File: src/hw/rtl/cap_pkg.sv
// Shared constants for the conflict-aware offset placer.
`timescale 1ns / 1ps
`default_nettype none
package cap_pkg;

  localparam int ID_W      = 5;
  localparam int SIZE_IN_W = 16;
  localparam int ALIGN_W   = 5;
  localparam int MASK_W    = 32;
  localparam int ADDR_W    = 22;

  localparam logic [ADDR_W-1:0] ADDR_MAX = '1;

endpackage
`default_nettype wire

File: src/hw/rtl/cap_ram.sv
// Generic single-write, single-read RAM with registered read data.
`timescale 1ns / 1ps
`default_nettype none
module cap_ram #(
  parameter int WIDTH = 8,
  parameter int DEPTH = 32
) (
  input  wire logic                     clk,
  input  wire logic                     we,
  input  wire logic [$clog2(DEPTH)-1:0] waddr,
  input  wire logic [WIDTH-1:0]         wdata,
  input  wire logic                     re,
  input  wire logic [$clog2(DEPTH)-1:0] raddr,
  output logic      [WIDTH-1:0]         rdata
);

  logic [WIDTH-1:0] mem [DEPTH];

  always_ff @(posedge clk) begin
    if (we) begin
      mem[waddr] <= wdata;
    end
    if (re) begin
      rdata <= mem[raddr];
    end
  end

endmodule
`default_nettype wire

File: src/hw/rtl/cap_mod.sv
// Bit-serial remainder unit: dividend modulo a small divisor, one bit per cycle.
`timescale 1ns / 1ps
`default_nettype none
module cap_mod #(
  parameter int CW = 24
) (
  input  wire logic                        clk,
  input  wire logic                        rst,
  input  wire logic                        start,
  input  wire logic [CW-1:0]               dividend,
  input  wire logic [cap_pkg::ALIGN_W-1:0] divisor,
  output logic                             done,
  output logic      [cap_pkg::ALIGN_W-1:0] rem
);
  import cap_pkg::*;

  localparam int CNT_W = $clog2(CW + 1);

  logic [CW-1:0]      shreg;
  logic [CNT_W-1:0]   cnt;
  logic               busy;
  logic [ALIGN_W:0]   trial;
  logic               fits;

  // shift next dividend bit into the partial remainder, subtract if it fits
  assign trial = {rem, shreg[CW-1]};
  assign fits  = trial >= {1'b0, divisor};

  always_ff @(posedge clk) begin
    if (rst) begin
      busy <= 1'b0;
      done <= 1'b0;
      cnt  <= '0;
    end else begin
      done <= 1'b0;
      if (start) begin
        busy  <= 1'b1;
        cnt   <= CNT_W'(CW);
        shreg <= dividend;
        rem   <= '0;
      end else if (busy) begin
        shreg <= shreg << 1;
        rem   <= fits ? ALIGN_W'(trial - {1'b0, divisor}) : ALIGN_W'(trial);
        cnt   <= cnt - 1'b1;
        if (cnt == CNT_W'(1)) begin
          busy <= 1'b0;
          done <= 1'b1;
        end
      end
    end
  end

endmodule
`default_nettype wire

File: src/hw/rtl/conflict_aware_offset_placer.sv
// Conflict-aware offset placer: greedy first-fit placement over a table in RAM.
// Operation: each pass aligns the candidate (serial remainder, CW = 24 by
//   default) and then scans the table; at most placed_count+1 passes, then a
//   commit state.
// Throughput: one transaction at a time; in_ready is low from accept until commit.
// Reset (rst, synchronous): clears entry count, max end and handshake state;
//   the table RAM is not cleared, only entries below the count are read.
`timescale 1ns / 1ps
`default_nettype none
module conflict_aware_offset_placer #(
  parameter int MAX_ALLOCS = 32,
  parameter int SIZE_BITS  = 16
) (
  input  wire logic                          clk,
  input  wire logic                          rst,
  input  wire logic                          in_valid,
  output logic                               in_ready,
  input  wire logic                          start_new_set,
  input  wire logic [cap_pkg::ID_W-1:0]      alloc_id,
  input  wire logic [cap_pkg::SIZE_IN_W-1:0] byte_size,
  input  wire logic [cap_pkg::ALIGN_W-1:0]   align_bytes,
  input  wire logic [cap_pkg::MASK_W-1:0]    conflict_mask,
  output logic                               out_valid,
  input  wire logic                          out_ready,
  output logic      [cap_pkg::ADDR_W-1:0]    start_address,
  output logic      [cap_pkg::ADDR_W-1:0]    total_used,
  output logic                               table_full
);
  import cap_pkg::*;

  // effective size width: only the low SIZE_BITS of byte_size count
  localparam int SW     = (SIZE_BITS < SIZE_IN_W) ? SIZE_BITS : SIZE_IN_W;
  // candidate width: aligned start plus size never overflows this
  localparam int CW     = ((SW > ADDR_W) ? SW : ADDR_W) + 2;
  localparam int CNT_W  = $clog2(MAX_ALLOCS + 1);
  localparam int IDX_W  = $clog2(MAX_ALLOCS);
  localparam int PASS_W = $clog2(MAX_ALLOCS + 2);
  localparam int ENT_W  = ID_W + ADDR_W + SW;
  localparam int OE_W   = ADDR_W + 1;

  typedef enum logic [5:0] {
    S_IDLE    = 6'b000001,
    S_MOD_GO  = 6'b000010,
    S_MOD_WT  = 6'b000100,
    S_END     = 6'b001000,
    S_SCAN    = 6'b010000,
    S_DECIDE  = 6'b100000
  } state_t;

  state_t              state;
  logic [CNT_W-1:0]    count;
  logic [ADDR_W-1:0]   max_end;

  // latched transaction
  logic [ID_W-1:0]     req_id;
  logic [SW-1:0]       req_size;
  logic [ALIGN_W-1:0]  req_align;
  logic [MASK_W-1:0]   req_mask;

  // search state
  logic [CW-1:0]       cand;
  logic [CW-1:0]       cand_end;
  logic [PASS_W-1:0]   pass_cnt;
  logic [CNT_W-1:0]    ridx;
  logic                rd_pend;
  logic                hit;
  logic [OE_W-1:0]     hit_end;
  logic                fail;

  // remainder unit
  logic                mod_start;
  logic                mod_done;
  logic [ALIGN_W-1:0]  mod_rem;

  // table RAM
  logic                ram_we;
  logic                ram_re;
  logic [ENT_W-1:0]    ram_wdata;
  logic [ENT_W-1:0]    ram_rdata;

  // scanned entry
  logic [ID_W-1:0]     o_id;
  logic [ADDR_W-1:0]   o_start;
  logic [SW-1:0]       o_size;
  logic [OE_W-1:0]     o_end;
  logic                o_conf;
  logic                o_meet;

  logic                slot_free;
  logic [CW-1:0]       new_end;

  assign in_ready  = (state == S_IDLE);
  assign mod_start = (state == S_MOD_GO);
  assign slot_free = !out_valid || out_ready;

  assign ram_re    = (state == S_SCAN) && (ridx < count);
  assign ram_we    = (state == S_DECIDE) && slot_free && !fail;
  assign ram_wdata = {req_id, cand[ADDR_W-1:0], req_size};

  assign o_id    = ram_rdata[ENT_W-1 -: ID_W];
  assign o_start = ram_rdata[SW+ADDR_W-1 -: ADDR_W];
  assign o_size  = ram_rdata[SW-1:0];
  assign o_end   = {1'b0, o_start} + OE_W'(o_size);
  // an entry with the same id always conflicts
  assign o_conf  = (o_id == req_id) || req_mask[o_id];
  // half-open overlap: [cand, cand_end) against [o_start, o_end)
  assign o_meet  = (cand < CW'(o_end)) && (CW'(o_start) < cand_end);

  assign new_end = cand_end;

  cap_mod #(
    .CW (CW)
  ) u_mod (
    .clk      (clk),
    .rst      (rst),
    .start    (mod_start),
    .dividend (cand),
    .divisor  (req_align),
    .done     (mod_done),
    .rem      (mod_rem)
  );

  cap_ram #(
    .WIDTH (ENT_W),
    .DEPTH (MAX_ALLOCS)
  ) u_table (
    .clk   (clk),
    .we    (ram_we),
    .waddr (count[IDX_W-1:0]),
    .wdata (ram_wdata),
    .re    (ram_re),
    .raddr (ridx[IDX_W-1:0]),
    .rdata (ram_rdata)
  );

  always_ff @(posedge clk) begin
    if (rst) begin
      state     <= S_IDLE;
      count     <= '0;
      max_end   <= '0;
      out_valid <= 1'b0;
      rd_pend   <= 1'b0;
    end else begin
      // commit state reloads the output register itself
      if (out_valid && out_ready && (state != S_DECIDE)) begin
        out_valid <= 1'b0;
      end

      unique case (state)
        S_IDLE: begin
          if (in_valid) begin
            req_id    <= alloc_id;
            req_size  <= byte_size[SW-1:0];
            // zero alignment behaves as byte alignment
            req_align <= (align_bytes == '0) ? ALIGN_W'(1) : align_bytes;
            req_mask  <= conflict_mask;
            cand      <= '0;
            pass_cnt  <= '0;
            if (start_new_set) begin
              count   <= '0;
              max_end <= '0;
              fail    <= 1'b0;
              state   <= S_MOD_GO;
            end else if (count == CNT_W'(MAX_ALLOCS)) begin
              // table full: refuse without searching
              fail    <= 1'b1;
              state   <= S_DECIDE;
            end else begin
              fail    <= 1'b0;
              state   <= S_MOD_GO;
            end
          end
        end

        S_MOD_GO: begin
          state <= S_MOD_WT;
        end

        S_MOD_WT: begin
          if (mod_done) begin
            // round candidate up to the alignment
            if (mod_rem != '0) begin
              cand <= cand + CW'(req_align - mod_rem);
            end
            state <= S_END;
          end
        end

        S_END: begin
          cand_end <= cand + CW'(req_size);
          ridx     <= '0;
          rd_pend  <= 1'b0;
          hit      <= 1'b0;
          hit_end  <= '0;
          state    <= S_SCAN;
        end

        S_SCAN: begin
          // read of entry ridx overlaps the check of the previous entry
          rd_pend <= ram_re;
          if (ram_re) begin
            ridx <= ridx + 1'b1;
          end
          if (rd_pend && o_conf && o_meet) begin
            hit <= 1'b1;
            if (o_end > hit_end) begin
              hit_end <= o_end;
            end
          end
          if (!ram_re && !rd_pend) begin
            if (!hit) begin
              // free spot; refuse if it runs past the address space
              fail  <= cand_end > CW'(ADDR_MAX);
              state <= S_DECIDE;
            end else if (pass_cnt == PASS_W'(MAX_ALLOCS + 1)) begin
              fail  <= 1'b1;
              state <= S_DECIDE;
            end else begin
              cand     <= CW'(hit_end);
              pass_cnt <= pass_cnt + 1'b1;
              state    <= S_MOD_GO;
            end
          end
        end

        S_DECIDE: begin
          // commit only once the output register is free
          if (slot_free) begin
            out_valid <= 1'b1;
            if (fail) begin
              start_address <= '0;
              total_used    <= max_end;
              table_full    <= 1'b1;
            end else begin
              count         <= count + 1'b1;
              start_address <= cand[ADDR_W-1:0];
              table_full    <= 1'b0;
              if (new_end > CW'(max_end)) begin
                max_end    <= new_end[ADDR_W-1:0];
                total_used <= new_end[ADDR_W-1:0];
              end else begin
                total_used <= max_end;
              end
            end
            state <= S_IDLE;
          end
        end

        default: begin
          state <= S_IDLE;
        end
      endcase
    end
  end

endmodule
`default_nettype wire

File: config.mk
export PLATFORM = sky130hd
export DESIGN_NAME = conflict_aware_offset_placer
export DESIGN_NICKNAME = d
export VERILOG_FILES = /design/src/hw/rtl/cap_pkg.sv /design/src/hw/rtl/cap_ram.sv /design/src/hw/rtl/cap_mod.sv /design/src/hw/rtl/conflict_aware_offset_placer.sv
export SDC_FILE = /design/constraint.sdc
export NUM_CORES = 2
export LEC_CHECK = 0
export ABC_AREA = 1
export BUFFER_PORTS_ARGS = -buffer_cell sky130_fd_sc_hd__buf_4
export CORE_UTILIZATION = 55
export DETAILED_ROUTE_END_ITERATION = 6
export GPL_ROUTABILITY_DRIVEN = 1
export GPL_TIMING_DRIVEN = 0
export PLACE_DENSITY_LB_ADDON = 0.12
export SLEW_MARGIN = 10
export SYNTH_ARGS = -nofsm -noshare
export SYNTH_HDL_FRONTEND = slang
export SYNTH_HIERARCHICAL = 1
export SYNTH_SLANG_ARGS = --single-unit
File: constraint.sdc
create_clock -name clk -period 4.65 [get_ports clk]
set_input_delay 0.2325 -clock clk [delete_from_list [all_inputs] [get_ports clk]]
set_output_delay 0.2325 -clock clk [all_outputs]
set_load 0.05 [all_outputs]
==> implementation parameters <==
Parameter                              Value

Run status
  Run status    finished clean

Floorplanning
  Horizontal extent of the die    approximately 370 um
  Placement row count    approximately 130
  Die Height    between 300 and 400 um
  Initial cell density of the core    between 50% and 60%
  Total die area    134000 um^2
  Num ports    110
  Core box area    between 100000 and 150000 um^2

Placement
  Post-detail-place hpwl    ~160000 um
  IO buf count    109
  Standard cell area after detailed placement    78900 um^2
  Final weighted congestion of routability-driven global placement    0.953

Cells and area
  Post-route cell area    85700 um^2
  # nets final    about 7300
  Layout cell share with drive strength beyond 1    11.9%
  Area overhead of the layout relative to synthesis    17.9%
  Combined area of the multi-input logic cells    20200 um^2
  Number of fill cells    9685
  FF+latch area    50000 um^2

Worst setup path
  Worst R2R Setup Slack    260 ps
  Startpoint of the worst register-to-register path    u_table/rdata[18]
  Critical path data required time    ~5200 ps
  Setup crit end kind    flip-flop
  Setup CP Type    reg2reg
  Cell type with the highest occurrence count on the critical path    sky130_fd_sc_hd__nand2_1
  Slowest-stage cell, CP    sky130_fd_sc_hd__edfxtp_1
  Highest cell delay on the worst timing path    480 ps
  Max FO, Critical Path    12
  Critical path origin    u_table/rdata[18]
  Critical Path AT    4920 ps
  Launching element type of the critical path    flip-flop

Timing
  Slew @ Worst Pin    1410 ps
  Post-route clock period utilization    94.3%
  Rel. slew slack    6.15%
  Worst hold margin    114 ps
  Upper clock frequency limit    228 MHz
  Worst clock skew    47.9 ps
  Max Slew Vio Count    0
  Final min period    roughly 4400 ps
  RSZ-0062 raised after global routing    no
  Hold violation total from the final report    0
  Number of failing setup endpoints in the final timing report    0

Route
  Routed wire length    235000 um
  Violation count after the first detailed-routing iteration    7565
  Antenna-violating nets left    0
  Vias    53300
  Post-route DRC    0
  Routed wire per std cell    around 26 um
  1st-pass router iterations    6
  Vias/cell    5.98

Clock network
  Worst-case clock buffer depth    3
  Clock root buffer master    sky130_fd_sc_hd__clkbuf_16
  Clock insertion delay at the later pin of the skew report    830 ps
  CTS buffer count    170
  Htree depth    4
  Clock Sink Count    1679
  Clock slew at the register clock pins of the worst setup and hold paths    60 ps
  Clock tree from TritonCTS    yes

Logic synthesis
  Top-count cell post-synth    sky130_fd_sc_hd__nand2_1
  Top cells by instance count after synthesis    2290 x sky130_fd_sc_hd__nand2_1, 1636 x sky130_fd_sc_hd__edfxtp_1, 1107 x sky130_fd_sc_hd__nand3_1
  Fraction of post-synthesis cell area in the top cell type by area    67.6%
  #FFs+latches synth    1679
  Area contributors post-synth    sky130_fd_sc_hd__edfxtp_1 68%, sky130_fd_sc_hd__nand2_1 12%, sky130_fd_sc_hd__nand3_1 7.6%
  Primary FF master, synth    sky130_fd_sc_hd__edfxtp_1
  Xor-xnor portion of the synthesized cell area    0.687%
  Dominant combinational cell family by area after synthesis    simple AND/OR/NAND/NOR gates
  Leading area contributor after synthesis    sky130_fd_sc_hd__edfxtp_1
  Fraction of the mapped netlist area in compound gates    between 2 and 3%
  Cell Area, Synth    72600 um^2
  Post-synth EDFFs    1636
  Post-synthesis share of cell area spent on full adders, half adders and majority gates    2.93%
  Multiplexer area fraction after synthesis    0%
  Post-synthesis average cell area    11.2 um^2
  Number of distinct standard cells referenced by the synthesized netlist    61
  Post-synthesis sequential area ratio    68.8%
  Gate count of the mapped netlist    6512
  Ys Warns    6
  Post-synthesis simple-gate area fraction    21.1%
  Share of flip-flops with an asynchronous set or reset after synthesis    0%
  Number of nets in the synthesized netlist    6742

Min path
  Class of the worst hold path    in2reg
  Hold_sp    byte_size[14]

Global routing
  Antenna violations before repair    15
  Via count of the first global-routing pass    49600
  Largest net degree at the start of global routing    35
  Congestion Overflow GR    0
  Tot GR Track Use    35.4%
  Wire length of the first global-routing pass    335000 um

Power and ir drop
  Power per Cell Area    390 nW/um^2
  Worst VDD drop    402 uV
  Static leakage    32.7 nW

Job
  Max-capacitance violation count    0
through the flow:
stage                     total power, W  setup WS [ps]  util [%]  setup TNS (ps)  cells
after CTS                         0.0334           -183      65.6           -7890   8899
final                             0.0334            263      65.7               0   8912
after floorplan                   0.0185            564         -               0   6512
after global routing              0.0342           9.37      65.7               0   8904
after global placement            0.0193          -3220      58.1        -3832430   8363
after detailed placement          0.0196           -567      60.5          -68340   8501
placed cells by master, fill, tap and decap left out, types with 10 or more instances in the layout:
cell type / netlist / layout
sky130_fd_sc_hd__buf_16: 0 / 53
sky130_fd_sc_hd__nand3_1: 1107 / 1105
sky130_fd_sc_hd__nand4_1: 18 / 18
sky130_fd_sc_hd__xnor2_1: 18 / 18
sky130_fd_sc_hd__buf_2: 181 / 181
sky130_fd_sc_hd__o21ai_1: 25 / 25
sky130_fd_sc_hd__inv_1: 267 / 267
sky130_fd_sc_hd__buf_6: 13 / 14
sky130_fd_sc_hd__buf_12: 0 / 59
sky130_fd_sc_hd__nand2_2: 9 / 10
sky130_fd_sc_hd__a21oi_1: 146 / 143
sky130_fd_sc_hd__bufinv_16: 0 / 16
sky130_fd_sc_hd__edfxtp_1: 1636 / 1636
sky130_fd_sc_hd__xor2_1: 39 / 35
sky130_fd_sc_hd__nor2_1: 191 / 153
sky130_fd_sc_hd__clkbuf_16: 0 / 174
sky130_fd_sc_hd__clkbuf_1: 57 / 88
sky130_fd_sc_hd__clkinv_2: 0 / 25
sky130_fd_sc_hd__clkinv_1: 1 / 40
sky130_fd_sc_hd__o22ai_1: 15 / 15
sky130_fd_sc_hd__ha_1: 162 / 161
sky130_fd_sc_hd__dlygate4sd3_1: 0 / 62
sky130_fd_sc_hd__buf_1: 36 / 36
sky130_fd_sc_hd__buf_8: 1 / 33
sky130_fd_sc_hd__inv_2: 12 / 12
sky130_fd_sc_hd__dfxtp_1: 43 / 43
sky130_fd_sc_hd__nor2_4: 0 / 36
sky130_fd_sc_hd__o21ai_0: 79 / 78
sky130_fd_sc_hd__nor3_1: 23 / 22
sky130_fd_sc_hd__buf_4: 42 / 170
sky130_fd_sc_hd__nand2_1: 2290 / 2289
registers in the layout, indices dropped and copies added, names as in the netlist, 6 cells and up:
register       count
cand_end          24
start_address     22
hit_end           23
max_end           22
cand              24
u_table/rdata     43
u_table/mem     1376
total_used        22
state              6
count              6
req_size          16
u_mod/shreg       24
ridx               6
req_mask          32
pass_cnt           6
metal layers:
metal / global-route usage [%] / wire length, um / vias up
met5: 0 / 54 / -
met4: 17.8 / 13300 / 8
met3: 8.54 / 28300 / 632
met2: 53.7 / 105000 / 3246
met1: 47.8 / 88300 / 25800
li1: - / - / 23700
path summary, 6_finish.rpt:
check / endpoint / cells after the start
max reg2reg: hit_end[13] / 30
min reg2reg: u_mod/cnt[4] / 2
min: req_size[14] / 2
max: hit_end[13] / 30
power breakdown:
| part | leakage [nW] | switching [W] | internal, W |
|---|---|---|---|
| sequential | 15.2 | 0.000241 | 0.0170 |
| combinational | 14.7 | 0.00142 | 0.000774 |
| clock | 2.76 | 0.00604 | 0.00790 |
cell type report:
cell class	count	area share (%)
Sequential cell	1679	58.4
Multi-Input combinational cell	4224	23.6
Timing Repair Buffer	335	5.50
Clock buffer	210	5.29
Tap cell	1742	2.54
Buffer	330	2.02
Clock inverter	103	1.40
Inverter	281	1.23
Antenna cell	8	0.0234
timing repair:
item,CTS,global route
endpoints found under the hold margin,110,0
hold buffers,62,0
resized for setup,4,14
gates cloned,1,1
buffers inserted,22,1
endpoints found under the setup margin,481,923
pin swaps,9,2
logic make-up (layout without fill, tap and decap cells):
kind of cell | Yosys count | count (layout)
buf+inv | 611 | 1259
other cells | 0 | 8
fa+ha+maj | 167 | 167
xor+xnor | 57 | 57
flops | 1679 | 1679
compound gates | 331 | 331
simple gates | 3667 | 3669
critical path, delay by kind of cell, from the launching register on:
family	cells	cell delay (ps)
buffers and inverters	4	350
adders and majority gates	2	750
DFF	1	480
and+or+nand+nor	18	1530
xor gates and xnor gates	1	280
AOI/OAI and AO/OA	5	730
No activity file was read; power rests on OpenSTA's default activity.
